$ cat src/rtl/rar_pkg.sv
// Package: shared constants, codes and controller/datapath interface types.
`timescale 1ns / 1ps
package rar_pkg;

   localparam int OPERAND_WIDTH_DEF = 16;

   localparam logic [1:0] ACT_ADD = 2'd0;
   localparam logic [1:0] ACT_SUB = 2'd1;
   localparam logic [1:0] ACT_MUL = 2'd2;
   localparam logic [1:0] ACT_DIV = 2'd3;

   typedef enum logic [3:0] {
      CMD_NONE,
      CMD_LOAD_A,   // capture request, working fraction = left operand
      CMD_PREP,     // seed gcd from working fraction
      CMD_GCD,      // one binary gcd step
      CMD_DIV_INIT, // seed both divider lanes with gcd as divisor
      CMD_DIV_STEP, // one restoring step on both lanes
      CMD_DIV_END,  // working fraction = signed quotients
      CMD_SAVE_A,   // a = working, working = right operand
      CMD_SAVE_B,   // b = working
      CMD_MUL0,
      CMD_MUL1,
      CMD_MUL2,
      CMD_FORM,     // combine products into working fraction
      CMD_TAKE_A    // divide by zero: result = reduced a
   } cmd_type;

   typedef struct packed {
      logic w_zero;
      logic gcd_done;
      logic div_last;
      logic div_zero;
   } status_type;

endpackage

$ cat src/rtl/rar_ctrl.sv
// Controller: sequences reduction of both operands, products and result reduction.
`timescale 1ns / 1ps
module rar_ctrl
   import rar_pkg::*;
(
   input  logic       clock,
   input  logic       reset,
   input  logic       start,
   output logic       busy,
   output logic       rsp_valid,
   output cmd_type    cmd,
   input  status_type status
);

   typedef enum logic [10:0] {
      S_IDLE = 11'b00000000001,
      S_PREP = 11'b00000000010,
      S_GCD  = 11'b00000000100,
      S_DIV  = 11'b00000001000,
      S_DEND = 11'b00000010000,
      S_WB   = 11'b00000100000,
      S_MUL0 = 11'b00001000000,
      S_MUL1 = 11'b00010000000,
      S_MUL2 = 11'b00100000000,
      S_FORM = 11'b01000000000,
      S_OUT  = 11'b10000000000
   } state_type;

   typedef enum logic [2:0] {
      PH_A   = 3'b001,
      PH_B   = 3'b010,
      PH_RES = 3'b100
   } phase_type;

   state_type state_ff, state_in;
   phase_type phase_ff, phase_in;

   always_comb begin
      state_in = state_ff;
      phase_in = phase_ff;
      cmd      = CMD_NONE;
      unique case (state_ff)
         S_IDLE: begin
            if (start) begin
               cmd      = CMD_LOAD_A;
               phase_in = PH_A;
               state_in = S_PREP;
            end
         end
         S_PREP: begin
            if (status.w_zero) begin
               state_in = S_WB;
            end else begin
               cmd      = CMD_PREP;
               state_in = S_GCD;
            end
         end
         S_GCD: begin
            if (status.gcd_done) begin
               cmd      = CMD_DIV_INIT;
               state_in = S_DIV;
            end else begin
               cmd = CMD_GCD;
            end
         end
         S_DIV: begin
            cmd = CMD_DIV_STEP;
            if (status.div_last) state_in = S_DEND;
         end
         S_DEND: begin
            cmd      = CMD_DIV_END;
            state_in = S_WB;
         end
         S_WB: begin
            unique case (phase_ff)
               PH_A: begin
                  cmd      = CMD_SAVE_A;
                  phase_in = PH_B;
                  state_in = S_PREP;
               end
               PH_B: begin
                  // working fraction is reduced b here
                  if (status.div_zero) begin
                     cmd      = CMD_TAKE_A;
                     state_in = S_OUT;
                  end else begin
                     cmd      = CMD_SAVE_B;
                     state_in = S_MUL0;
                  end
               end
               default: state_in = S_OUT;
            endcase
         end
         S_MUL0: begin
            cmd      = CMD_MUL0;
            state_in = S_MUL1;
         end
         S_MUL1: begin
            cmd      = CMD_MUL1;
            state_in = S_MUL2;
         end
         S_MUL2: begin
            cmd      = CMD_MUL2;
            state_in = S_FORM;
         end
         S_FORM: begin
            cmd      = CMD_FORM;
            phase_in = PH_RES;
            state_in = S_PREP;
         end
         S_OUT: state_in = S_IDLE;
         default: state_in = S_IDLE;
      endcase
   end

   always_ff @(posedge clock) begin
      if (reset) begin
         state_ff <= S_IDLE;
         phase_ff <= PH_A;
      end else begin
         state_ff <= state_in;
         phase_ff <= phase_in;
      end
   end

   assign busy      = (state_ff != S_IDLE);
   assign rsp_valid = (state_ff == S_OUT);

endmodule

$ cat src/rtl/rar_dp.sv
// Datapath: operand registers, multiplier, binary gcd and two-lane divider.
`timescale 1ns / 1ps
module rar_dp
   import rar_pkg::*;
#(
   parameter int OPERAND_WIDTH = OPERAND_WIDTH_DEF
) (
   input  logic                            clock,
   input  cmd_type                         cmd,
   output status_type                      status,
   input  logic [1:0]                      req_action,
   input  logic signed [OPERAND_WIDTH-1:0] req_a_num,
   input  logic signed [OPERAND_WIDTH-1:0] req_a_den,
   input  logic signed [OPERAND_WIDTH-1:0] req_b_num,
   input  logic signed [OPERAND_WIDTH-1:0] req_b_den,
   output logic signed [2*OPERAND_WIDTH:0] rsp_res_num,
   output logic signed [2*OPERAND_WIDTH-1:0] rsp_res_den,
   output logic                            rsp_div_zero
);

   localparam int OW = OPERAND_WIDTH;
   localparam int NW = 2 * OW + 1;
   localparam int MW = 2 * OW;
   localparam int CW = $clog2(MW);
   localparam int KW = $clog2(MW + 1);

   logic [1:0]           act_ff, act_in;
   logic signed [OW-1:0] bn_raw_ff, bn_raw_in, bd_raw_ff, bd_raw_in;
   logic signed [OW-1:0] an_ff, an_in, ad_ff, ad_in, bn_ff, bn_in, bd_ff, bd_in;
   logic signed [NW-1:0] wn_ff, wn_in, wd_ff, wd_in;
   logic signed [NW-1:0] t0_ff, t0_in, t1_ff, t1_in, t2_ff, t2_in;
   logic                 flag_ff, flag_in;
   logic [MW-1:0]        x_ff, x_in, y_ff, y_in, g_ff, g_in;
   logic [KW-1:0]        k_ff, k_in;
   logic [MW-1:0]        rn_ff, rn_in, rd_ff, rd_in, qn_ff, qn_in, qd_ff, qd_in;
   logic [CW-1:0]        cnt_ff, cnt_in;

   logic signed [OW-1:0]   mul_x, mul_y;
   logic signed [2*OW-1:0] prod;
   logic signed [NW-1:0]   wn_neg, wd_neg;
   logic [MW-1:0]          mag_n, mag_d, gcd_val;
   logic [MW:0]            sn, sd;
   logic                   ge_n, ge_d;
   logic [MW-1:0]          qn_nx, qd_nx;

   assign wn_neg = -wn_ff;
   assign wd_neg = -wd_ff;
   assign mag_n  = wn_ff[NW-1] ? wn_neg[MW-1:0] : wn_ff[MW-1:0];
   assign mag_d  = wd_ff[NW-1] ? wd_neg[MW-1:0] : wd_ff[MW-1:0];
   assign gcd_val = MW'((x_ff | y_ff) << k_ff);

   // restoring divider lanes share the divisor
   assign sn    = {rn_ff, qn_ff[MW-1]};
   assign sd    = {rd_ff, qd_ff[MW-1]};
   assign ge_n  = (sn >= {1'b0, g_ff});
   assign ge_d  = (sd >= {1'b0, g_ff});
   assign qn_nx = {qn_ff[MW-2:0], ge_n};
   assign qd_nx = {qd_ff[MW-2:0], ge_d};

   always_comb begin
      unique case (cmd)
         CMD_MUL0: begin
            mul_x = an_ff;
            mul_y = (act_ff == ACT_MUL) ? bn_ff : bd_ff;
         end
         CMD_MUL1: begin
            mul_x = bn_ff;
            mul_y = ad_ff;
         end
         default: begin
            mul_x = ad_ff;
            mul_y = (act_ff == ACT_DIV) ? bn_ff : bd_ff;
         end
      endcase
   end
   assign prod = mul_x * mul_y;

   always_comb begin
      act_in    = act_ff;
      bn_raw_in = bn_raw_ff;
      bd_raw_in = bd_raw_ff;
      an_in = an_ff;
      ad_in = ad_ff;
      bn_in = bn_ff;
      bd_in = bd_ff;
      wn_in = wn_ff;
      wd_in = wd_ff;
      t0_in = t0_ff;
      t1_in = t1_ff;
      t2_in = t2_ff;
      flag_in = flag_ff;
      x_in = x_ff;
      y_in = y_ff;
      g_in = g_ff;
      k_in = k_ff;
      rn_in = rn_ff;
      rd_in = rd_ff;
      qn_in = qn_ff;
      qd_in = qd_ff;
      cnt_in = cnt_ff;
      unique case (cmd)
         CMD_LOAD_A: begin
            act_in    = req_action;
            bn_raw_in = req_b_num;
            bd_raw_in = req_b_den;
            flag_in   = 1'b0;
            wn_in     = NW'(req_a_num);
            wd_in     = (req_a_den == '0) ? NW'(1) : NW'(req_a_den);
         end
         CMD_PREP: begin
            x_in = mag_n;
            y_in = mag_d;
            k_in = '0;
         end
         CMD_GCD: begin
            if (!x_ff[0] && !y_ff[0]) begin
               x_in = x_ff >> 1;
               y_in = y_ff >> 1;
               k_in = k_ff + KW'(1);
            end else if (!x_ff[0]) begin
               x_in = x_ff >> 1;
            end else if (!y_ff[0]) begin
               y_in = y_ff >> 1;
            end else if (x_ff >= y_ff) begin
               x_in = (x_ff - y_ff) >> 1;
            end else begin
               y_in = (y_ff - x_ff) >> 1;
            end
         end
         CMD_DIV_INIT: begin
            g_in   = gcd_val;
            rn_in  = '0;
            rd_in  = '0;
            qn_in  = mag_n;
            qd_in  = mag_d;
            cnt_in = CW'(MW - 1);
         end
         CMD_DIV_STEP: begin
            rn_in  = ge_n ? MW'(sn - {1'b0, g_ff}) : sn[MW-1:0];
            rd_in  = ge_d ? MW'(sd - {1'b0, g_ff}) : sd[MW-1:0];
            qn_in  = qn_nx;
            qd_in  = qd_nx;
            cnt_in = cnt_ff - CW'(1);
         end
         CMD_DIV_END: begin
            wn_in = wn_ff[NW-1] ? -NW'({1'b0, qn_ff}) : NW'({1'b0, qn_ff});
            wd_in = wd_ff[NW-1] ? -NW'({1'b0, qd_ff}) : NW'({1'b0, qd_ff});
         end
         CMD_SAVE_A: begin
            an_in = wn_ff[OW-1:0];
            ad_in = wd_ff[OW-1:0];
            wn_in = NW'(bn_raw_ff);
            wd_in = (bd_raw_ff == '0) ? NW'(1) : NW'(bd_raw_ff);
         end
         CMD_SAVE_B: begin
            bn_in = wn_ff[OW-1:0];
            bd_in = wd_ff[OW-1:0];
         end
         CMD_MUL0: t0_in = NW'(prod);
         CMD_MUL1: t1_in = NW'(prod);
         CMD_MUL2: t2_in = NW'(prod);
         CMD_FORM: begin
            unique case (act_ff)
               ACT_ADD: wn_in = t0_ff + t1_ff;
               ACT_SUB: wn_in = t0_ff - t1_ff;
               default: wn_in = t0_ff;
            endcase
            wd_in = t2_ff;
         end
         CMD_TAKE_A: begin
            wn_in   = NW'(an_ff);
            wd_in   = NW'(ad_ff);
            flag_in = 1'b1;
         end
         default: ;
      endcase
   end

   always_ff @(posedge clock) begin
      act_ff    <= act_in;
      bn_raw_ff <= bn_raw_in;
      bd_raw_ff <= bd_raw_in;
      an_ff <= an_in;
      ad_ff <= ad_in;
      bn_ff <= bn_in;
      bd_ff <= bd_in;
      wn_ff <= wn_in;
      wd_ff <= wd_in;
      t0_ff <= t0_in;
      t1_ff <= t1_in;
      t2_ff <= t2_in;
      flag_ff <= flag_in;
      x_ff <= x_in;
      y_ff <= y_in;
      g_ff <= g_in;
      k_ff <= k_in;
      rn_ff <= rn_in;
      rd_ff <= rd_in;
      qn_ff <= qn_in;
      qd_ff <= qd_in;
      cnt_ff <= cnt_in;
   end

   assign status.w_zero   = (wn_ff == '0);
   assign status.gcd_done = (x_ff == '0) || (y_ff == '0);
   assign status.div_last = (cnt_ff == '0);
   assign status.div_zero = (act_ff == ACT_DIV) && (wn_ff == '0);

   assign rsp_res_num  = wn_ff;
   assign rsp_res_den  = wd_ff[MW-1:0];
   assign rsp_div_zero = flag_ff;

endmodule

$ cat src/rtl/rational_arith_reduce.sv
// Top level: signed fraction add/sub/mul/div with gcd reduction.
// Sequence: each fraction reduction runs prep, binary gcd steps, divider init, the
// divider steps and the quotient write, or goes straight to write-back for a zero numerator;
// an item runs three reductions (two on divide by zero), MUL0, MUL1, MUL2, FORM and output.
// Throughput: one item at a time; busy stays high until the result strobe. No stalls.
// Reset (synchronous) returns the controller to idle; datapath registers are not reset.
`timescale 1ns / 1ps
module rational_arith_reduce
   import rar_pkg::*;
#(
   parameter int OPERAND_WIDTH = OPERAND_WIDTH_DEF
) (
   input  logic                              clock,
   input  logic                              reset,
   input  logic                              start,
   output logic                              busy,
   input  logic [1:0]                        req_action,
   input  logic signed [OPERAND_WIDTH-1:0]   req_a_num,
   input  logic signed [OPERAND_WIDTH-1:0]   req_a_den,
   input  logic signed [OPERAND_WIDTH-1:0]   req_b_num,
   input  logic signed [OPERAND_WIDTH-1:0]   req_b_den,
   output logic                              rsp_valid,
   output logic signed [2*OPERAND_WIDTH:0]   rsp_res_num,
   output logic signed [2*OPERAND_WIDTH-1:0] rsp_res_den,
   output logic                              rsp_div_zero
);

   cmd_type    cmd;
   status_type status;

   rar_ctrl u_ctrl (
      .clock     (clock),
      .reset     (reset),
      .start     (start),
      .busy      (busy),
      .rsp_valid (rsp_valid),
      .cmd       (cmd),
      .status    (status)
   );

   rar_dp #(
      .OPERAND_WIDTH (OPERAND_WIDTH)
   ) u_dp (
      .clock        (clock),
      .cmd          (cmd),
      .status       (status),
      .req_action   (req_action),
      .req_a_num    (req_a_num),
      .req_a_den    (req_a_den),
      .req_b_num    (req_b_num),
      .req_b_den    (req_b_den),
      .rsp_res_num  (rsp_res_num),
      .rsp_res_den  (rsp_res_den),
      .rsp_div_zero (rsp_div_zero)
   );

endmodule

$ cat config.mk
export PLATFORM = sky130hd
export DESIGN_NAME = rational_arith_reduce
export DESIGN_NICKNAME = d
export VERILOG_FILES = /design/src/rtl/rar_pkg.sv /design/src/rtl/rar_ctrl.sv /design/src/rtl/rar_dp.sv /design/src/rtl/rational_arith_reduce.sv
export SDC_FILE = /design/constraint.sdc
export NUM_CORES = 2
export LEC_CHECK = 0
export ABC_AREA = 0
export BUFFER_PORTS_ARGS = -buffer_cell sky130_fd_sc_hd__buf_2
export CAP_MARGIN = 15
export CELL_PAD_IN_SITES_DETAIL_PLACEMENT = 1
export CELL_PAD_IN_SITES_GLOBAL_PLACEMENT = 1
export CORE_MARGIN = 3
export CORE_UTILIZATION = 51
export DETAILED_ROUTE_END_ITERATION = 8
export PLACE_DENSITY = 0.94
export SLEW_MARGIN = 20
export SYNTH_ARGS = -nofsm -noshare
export SYNTH_HDL_FRONTEND = slang
export SYNTH_SLANG_ARGS = --single-unit
$ cat constraint.sdc
create_clock -name clock -period 13.53 [get_ports clock]
set_clock_uncertainty 0.05 [all_clocks]
set_input_delay 2.0295 -clock clock [delete_from_list [all_inputs] [get_ports clock]]
set_output_delay 2.0295 -clock clock [all_outputs]
set_load 0.005 [all_outputs]
# Yosys cells after proc, flatten, opt, wreduce, memory -nomap -nowiden
# Index checks and enable logic that the tools add are counted.
[totals]
rom_bits = 0
word_cells = 155
reg_bits = 510
out_inout_bits = 68
ramBits = 0
latch_bits = 0
in_bits = 69
memories = 0
[classes]
magnitude_cmp = 3
mux = 49
n_addsub = 12
shifts = 1
div = 0
mul = 1
reduce_logical = 23
bitwise_logic = 1
n_eq_ne = 39
[ops]
columns = ["operator", "count"]
rows = [
  ["32-bit 2-to-1 mux", 12],
  ["32-bit one-hot mux with 2 select lines", 6],
  ["33-bit one-hot mux with 5 select lines", 2],
  ["33-bit 2-to-1 mux", 4],
  ["32-bit subtractor", 4],
  ["11-bit one-hot mux with 10 select lines", 1],
  ["33-bit by 32-bit greater-or-equal comparator with 1-bit output", 2],
  ["32-bit negation with 33-bit output", 2],
  ["33-bit one-hot mux with 2 select lines", 1],
  ["32-bit logical NOT", 2],
  ["32-bit negation", 2],
  ["16-bit one-hot mux with 2 select lines", 2],
  ["11-bit 2-to-1 mux", 4],
  ["4-bit one-hot mux with 10 select lines", 1],
  ["32-bit by 32-bit adder with 33-bit output", 1],
  ["33-bit logical NOT", 1],
  ["32-bit by 32-bit subtractor with 33-bit output", 1],
  ["32-bit greater-or-equal comparator", 1],
  ["16-bit logical NOT", 2],
  ["16-bit by 16-bit multiplier with 32-bit output", 1],
  ["16-bit 2-to-1 mux", 2],
  ["32-bit OR", 1],
  ["32-bit by 6-bit << shifter with 32-bit output", 1],
  ["4-bit equality test, second input constant", 6],
  ["45 further kinds", 67],
]

# Longest topological paths before layout
[depth]
word_depth = 8
mapped_depth = 35
mapped_depth_nobuf = 32

# Hierarchy
# A second synthesis with hierarchy kept.
[unflattened]
cells_unflattened = 4657
area_unflattened_um2 = 44570.2
[by_module_without_submodules]
columns = ["module", "cells_each", "area_per_inst_um2", "seq_area_each_um2", "instances"]
rows = [
  ["rar_dp", 4538, 43609.3, 14894.3, 1],
  ["rar_ctrl", 119, 960.9, 280.3, 1],
]

# Worst setup path before layout
# No wires, ideal clock.
[synth_path]
kind = "flip-flop to flip-flop"
start = "reg u_ctrl.state_ff[4]"
end = "reg u_dp.t0_ff[30], data pin"
arrival_ps = 9048
path_buffers = 3
synth_period_minus_slack_ps = 9368
path_stages_with_launch = 31
path_slack_ps = 4162
required_ps = 13211
setup_ps = 269
path_cell_list = "dfxtp_1 > clkbuf_1 > or4_1 > or3_1 > or2_2 > buf_2 > inv_2 > buf_1 > a22oi_1 > nand2_1 > nand2_1 > fa_1 > fa_1 > fa_1 > fa_1 > inv_1 > fa_1 > inv_1 > fa_1 > inv_1 > ha_1 > a21o_1 > a21oi_1 > o21ai_0 > a22o_1 > a21oi_1 > o21ai_0 > o41a_1 > a221oi_1 > a21oi_1 > xor2_1"
[synth_between]
elab_chain_cells = 5
word_cells_on_any_way = 16
classes_between = "mul: 1; eq/ne: 12; mux: 3"
[synth_lines]
columns = ["element", "line", "rtl"]
rows = [
  ["start, declared", "rar_ctrl.sv:35", "state_type state_ff, state_in;"],
  ["start signal, assigned", "rar_ctrl.sv:121", "state_ff <= state_in;"],
  ["11-bit by 10-bit equality test with 1-bit output, or another cell as far along", "rar_ctrl.sv:42", "unique case (state_ff)"],
  ["4-bit one-hot mux with 10 select lines *", "rar_ctrl.sv:42", ""],
  ["4-bit equality test", "rar_dp.sv:61", "unique case (cmd)"],
  ["16-bit one-hot mux with 2 select lines", "rar_dp.sv:61", ""],
  ["16-bit by 16-bit multiplier with 32-bit output *", "rar_dp.sv:76", "assign prod = mul_x * mul_y;"],
  ["via u_dp.prod[30]", "rar_dp.sv:39", "logic signed [2*OW-1:0] prod;"],
  ["end signal, assigned", "rar_dp.sv:189", "t0_ff <= t0_in;"],
  ["end, declared", "rar_dp.sv:31", "logic signed [NW-1:0] t0_ff, t0_in, t1_ff, t1_in, t2_ff, t2_in;"],
]
# Mark *: on every way through the listed nets, which the timed path passes. The rest lies on a longest branch.
# A chain may end at the register's enable or synchronous reset.

# Worst setup path in the final report
[layout_path]
start = "reg u_ctrl.state_ff[4]"
end = "reg u_dp.t2_ff[30], data pin"
[layout_between]
elab_chain_cells = 5
word_cells_on_any_way = 16
classes_between = "mul: 1; eq/ne: 12; mux: 3"
[layout_lines]
columns = ["element", "line", "rtl"]
rows = [
  ["11-bit by 10-bit equality test with 1-bit output, or another cell as far along", "rar_ctrl.sv:42", ""],
  ["4-bit one-hot mux with 10 select lines *", "rar_ctrl.sv:42", ""],
  ["4-bit equality test", "rar_dp.sv:61", ""],
  ["16-bit one-hot mux with 2 select lines", "rar_dp.sv:61", ""],
  ["16-bit by 16-bit multiplier with 32-bit output *", "rar_dp.sv:76", ""],
  ["via u_dp.prod[30]", "rar_dp.sv:39", ""],
  ["end signal, assigned", "rar_dp.sv:191", "t2_ff <= t2_in;"],
  ["end, declared", "rar_dp.sv:31", ""],
]
# Marked as above.

==> metrics.txt <==
failing checks=design-rule violations; Critical Path Source Type=flip-flop; most frequent cells after synthesis=496 x edfxtp_1, 477 x nor2_1, 463 x inv_1, 365 x nand2_1, 339 x a21oi_1; Area Overhead vs Synth=7.86%; Fmax=0.0947 GHz; Cell Count, Final, Fillers Out=5817; first-pass GRT wire length=269 mm; clock buffer count from CTS=between 50 and 60; first drt pass iteration count=9; Least-Margin Pin Slew=1.19 ns; Final Critical Period=about 11 ns; Cell Area, Placed=0.0460 mm²; # Post-CTS Setup Buffers=0; syn_area_per_cell=9.62 µm²; Synth Flop Type=edfxtp_1; Initial Utilization=51.9%; CTS Buffer Depth=3; final net count=5240; status=finished, violations left; Crit path largest cell delay=about 0.6 ns; placed cells=5712; final WL=roughly 180 mm; Iter 0 DRT Violations=5344; Cell Pwr Density=173 mW/mm²; I/O pin count=137; Final Hold Violating Endpoints=0; Setup Crit Path Kind=flip-flop to flip-flop; CTS clk-pin slew, worst paths=0.07 ns; Post-synth EDFFs=496; antenna violations before repair=9; CTS-repair resized insts=0; asr flop ratio synth=0%; WL met1=63.6 mm; area leader, netlist=edfxtp_1; cts hold-fix bufs=0; worst skew pair latency=0.69 ns; metal2 WL=just over 80 mm; RR Endpoint=u_dp.t2_ff[30]$_DFFE_PN_; RSZ-0062 raised after global routing=false; grt ovf=0; gr usage total=39.1%; Worst R2R Setup Slack=2.98 ns; post-synth top area share=~33%; root buffer cell=clkbuf_16; Mapped Area=roughly 0.045 mm²; share of layout cells above drive strength 1=about 8%; count leader, synth=edfxtp_1; largest net degree at the start of global routing=100; Synth Instances=between 4k and 5k; Syn Nets=5243; Worst path slowest cell=or4_1; die area=0.0909 mm²; CTS tree=built; slew margin rel.=20.6%; CP required=about 14 ns; CP arrival=10.84 ns; largest cells by area after synthesis=edfxtp_1 33%, fa_1 12%, ha_1 7.9%, nor2_1 4.0%, inv_1 3.9%; Hold Slack=0.453 ns; Max Fanout on Critical Path=50; Distinct cells, synth=86; CP Capture Type=flip-flop; die height=301 µm; Seq cells post-synth=510; Reg2Reg Launch Point=u_ctrl.state_ff[4]$_SDFFE_PP0P_; TNS Setup=0 ns; cell row count=107; leak pwr=about 20 nW; Max IR drop VDD=0.257 mV; GPL Wtd Cong=1.06; dpl hpwl=133 mm; worst r2r path cells=31; CP Capture Point=u_dp.t2_ff[30]$_DFFE_PN_; Vias=40.0k; max_cap viols=0; final setup violation count=0; Port Buffers=around 140; wire length on met3=20.7 mm; Die X=roughly 300 µm; Synth warnings=0; Finished Cell Area=0.0480 mm²; Residual DRC=19; register area share after synthesis=34.1%; Slew Viols, Final=0; crit path launch=u_ctrl.state_ff[4]$_SDFFE_PP0P_; Via density=roughly 7; Tcrit/Tclk final=78.0%; most frequent CP cell=fa_1; worst hold path type=flip-flop to flip-flop; Placeable Area=roughly 0.086 mm²; Routed Antenna Nets=0; drt wl/cell=31.1 µm; Top Metal Used=met5; Sink Count=510; H-tree Lvls=2; vias in the first global route=41.8k
layer usage:
metal  vias to the layer above  global-route usage [%]
met5                         -                       0
met3                       846                    9.71
met4                         2                    24.2
met2                      2881                    62.8
li1                      16400                       -
met1                     19900                    47.3
cell type report:
cell class	count	area, µm²
clock inverters	30	423
flip-flops and latches	510	15200
well taps	1144	1430
multi-input cells	3412	26700
diodes	6	15.0
fillers	9525	37800
clock buffers	68	1520
inverters	467	1750
repair buffers	180	1020
worst min-delay path by stage:
stage | start | endpoint | slack (ns) | cells past startpoint
4_1_cts | u_ctrl.phase_ff[1]$_SDFFE_PP0P_ | u_ctrl.phase_ff[1]$_SDFFE_PP0P_ | 0.45 | 2
5_1_grt | u_ctrl.phase_ff[1]$_SDFFE_PP0P_ | u_ctrl.phase_ff[1]$_SDFFE_PP0P_ | 0.50 | 2
6_report | u_ctrl.phase_ff[1]$_SDFFE_PP0P_ | u_ctrl.phase_ff[1]$_SDFFE_PP0P_ | 0.45 | 2
3_3_place_gp | u_ctrl.phase_ff[0]$_SDFFE_PP1P_ | u_ctrl.phase_ff[0]$_SDFFE_PP1P_ | 0.41 | 1
3_5_place_dp | u_ctrl.phase_ff[0]$_SDFFE_PP1P_ | u_ctrl.phase_ff[0]$_SDFFE_PP1P_ | 0.42 | 1
2_1_floorplan | u_ctrl.phase_ff[1]$_SDFFE_PP0P_ | u_ctrl.phase_ff[1]$_SDFFE_PP0P_ | 0.39 | 2
cell usage in the layout, fill, tap and decap left out, types with 118 or more instances in the layout:
cell type	netlist	routed
fa_1	267	267
mux2i_1	118	118
nor2_1	477	476
inv_1	463	461
a21oi_1	339	333
ha_1	280	280
o21ai_0	163	163
buf_2	14	136
nand2_1	365	362
edfxtp_1	496	496
xnor2_1	186	185
xor2_1	140	139
cells by family after synthesis:
group,count (synthesis),share of synthesized area [%]
XOR/XNOR,326,6.41
flip-flops,510,34.1
multiplexers,147,3.74
adder cells (fa/ha/maj),547,19.9
buffers and inverters,705,6.26
AND/OR/NAND/NOR,1327,13.9
AO/OA/AOI/OAI,1065,15.8
where the power goes:
group / switching [mW] / internal, mW / leakage [nW]
combinational: 2.95 / 1.35 / 13.8
sequential: 0.103 / 2.24 / 4.82
clock: 0.738 / 0.939 / 0.929
worst max-delay path, delay by kind of cell, from the launching register on:
family          cells  cell delay, ns
compound gates      9            2.59
xor+xnor            1            0.19
fa+ha+maj           7            3.36
buf+inv             7            1.15
flops               1            0.42
simple gates        7            2.38
stage by stage:
stage          utilization [%]  power, mW  setup slack (ns)
6_report                  56.0       8.32              2.98
5_1_grt                   56.0       8.56              2.70
4_1_cts                   55.9       8.04              3.30
3_5_place_dp              53.6       6.22              3.56
3_3_place_gp              53.6       5.89              4.05
2_1_floorplan                -       4.67              4.16
No activity file was read; power rests on OpenSTA's default activity.
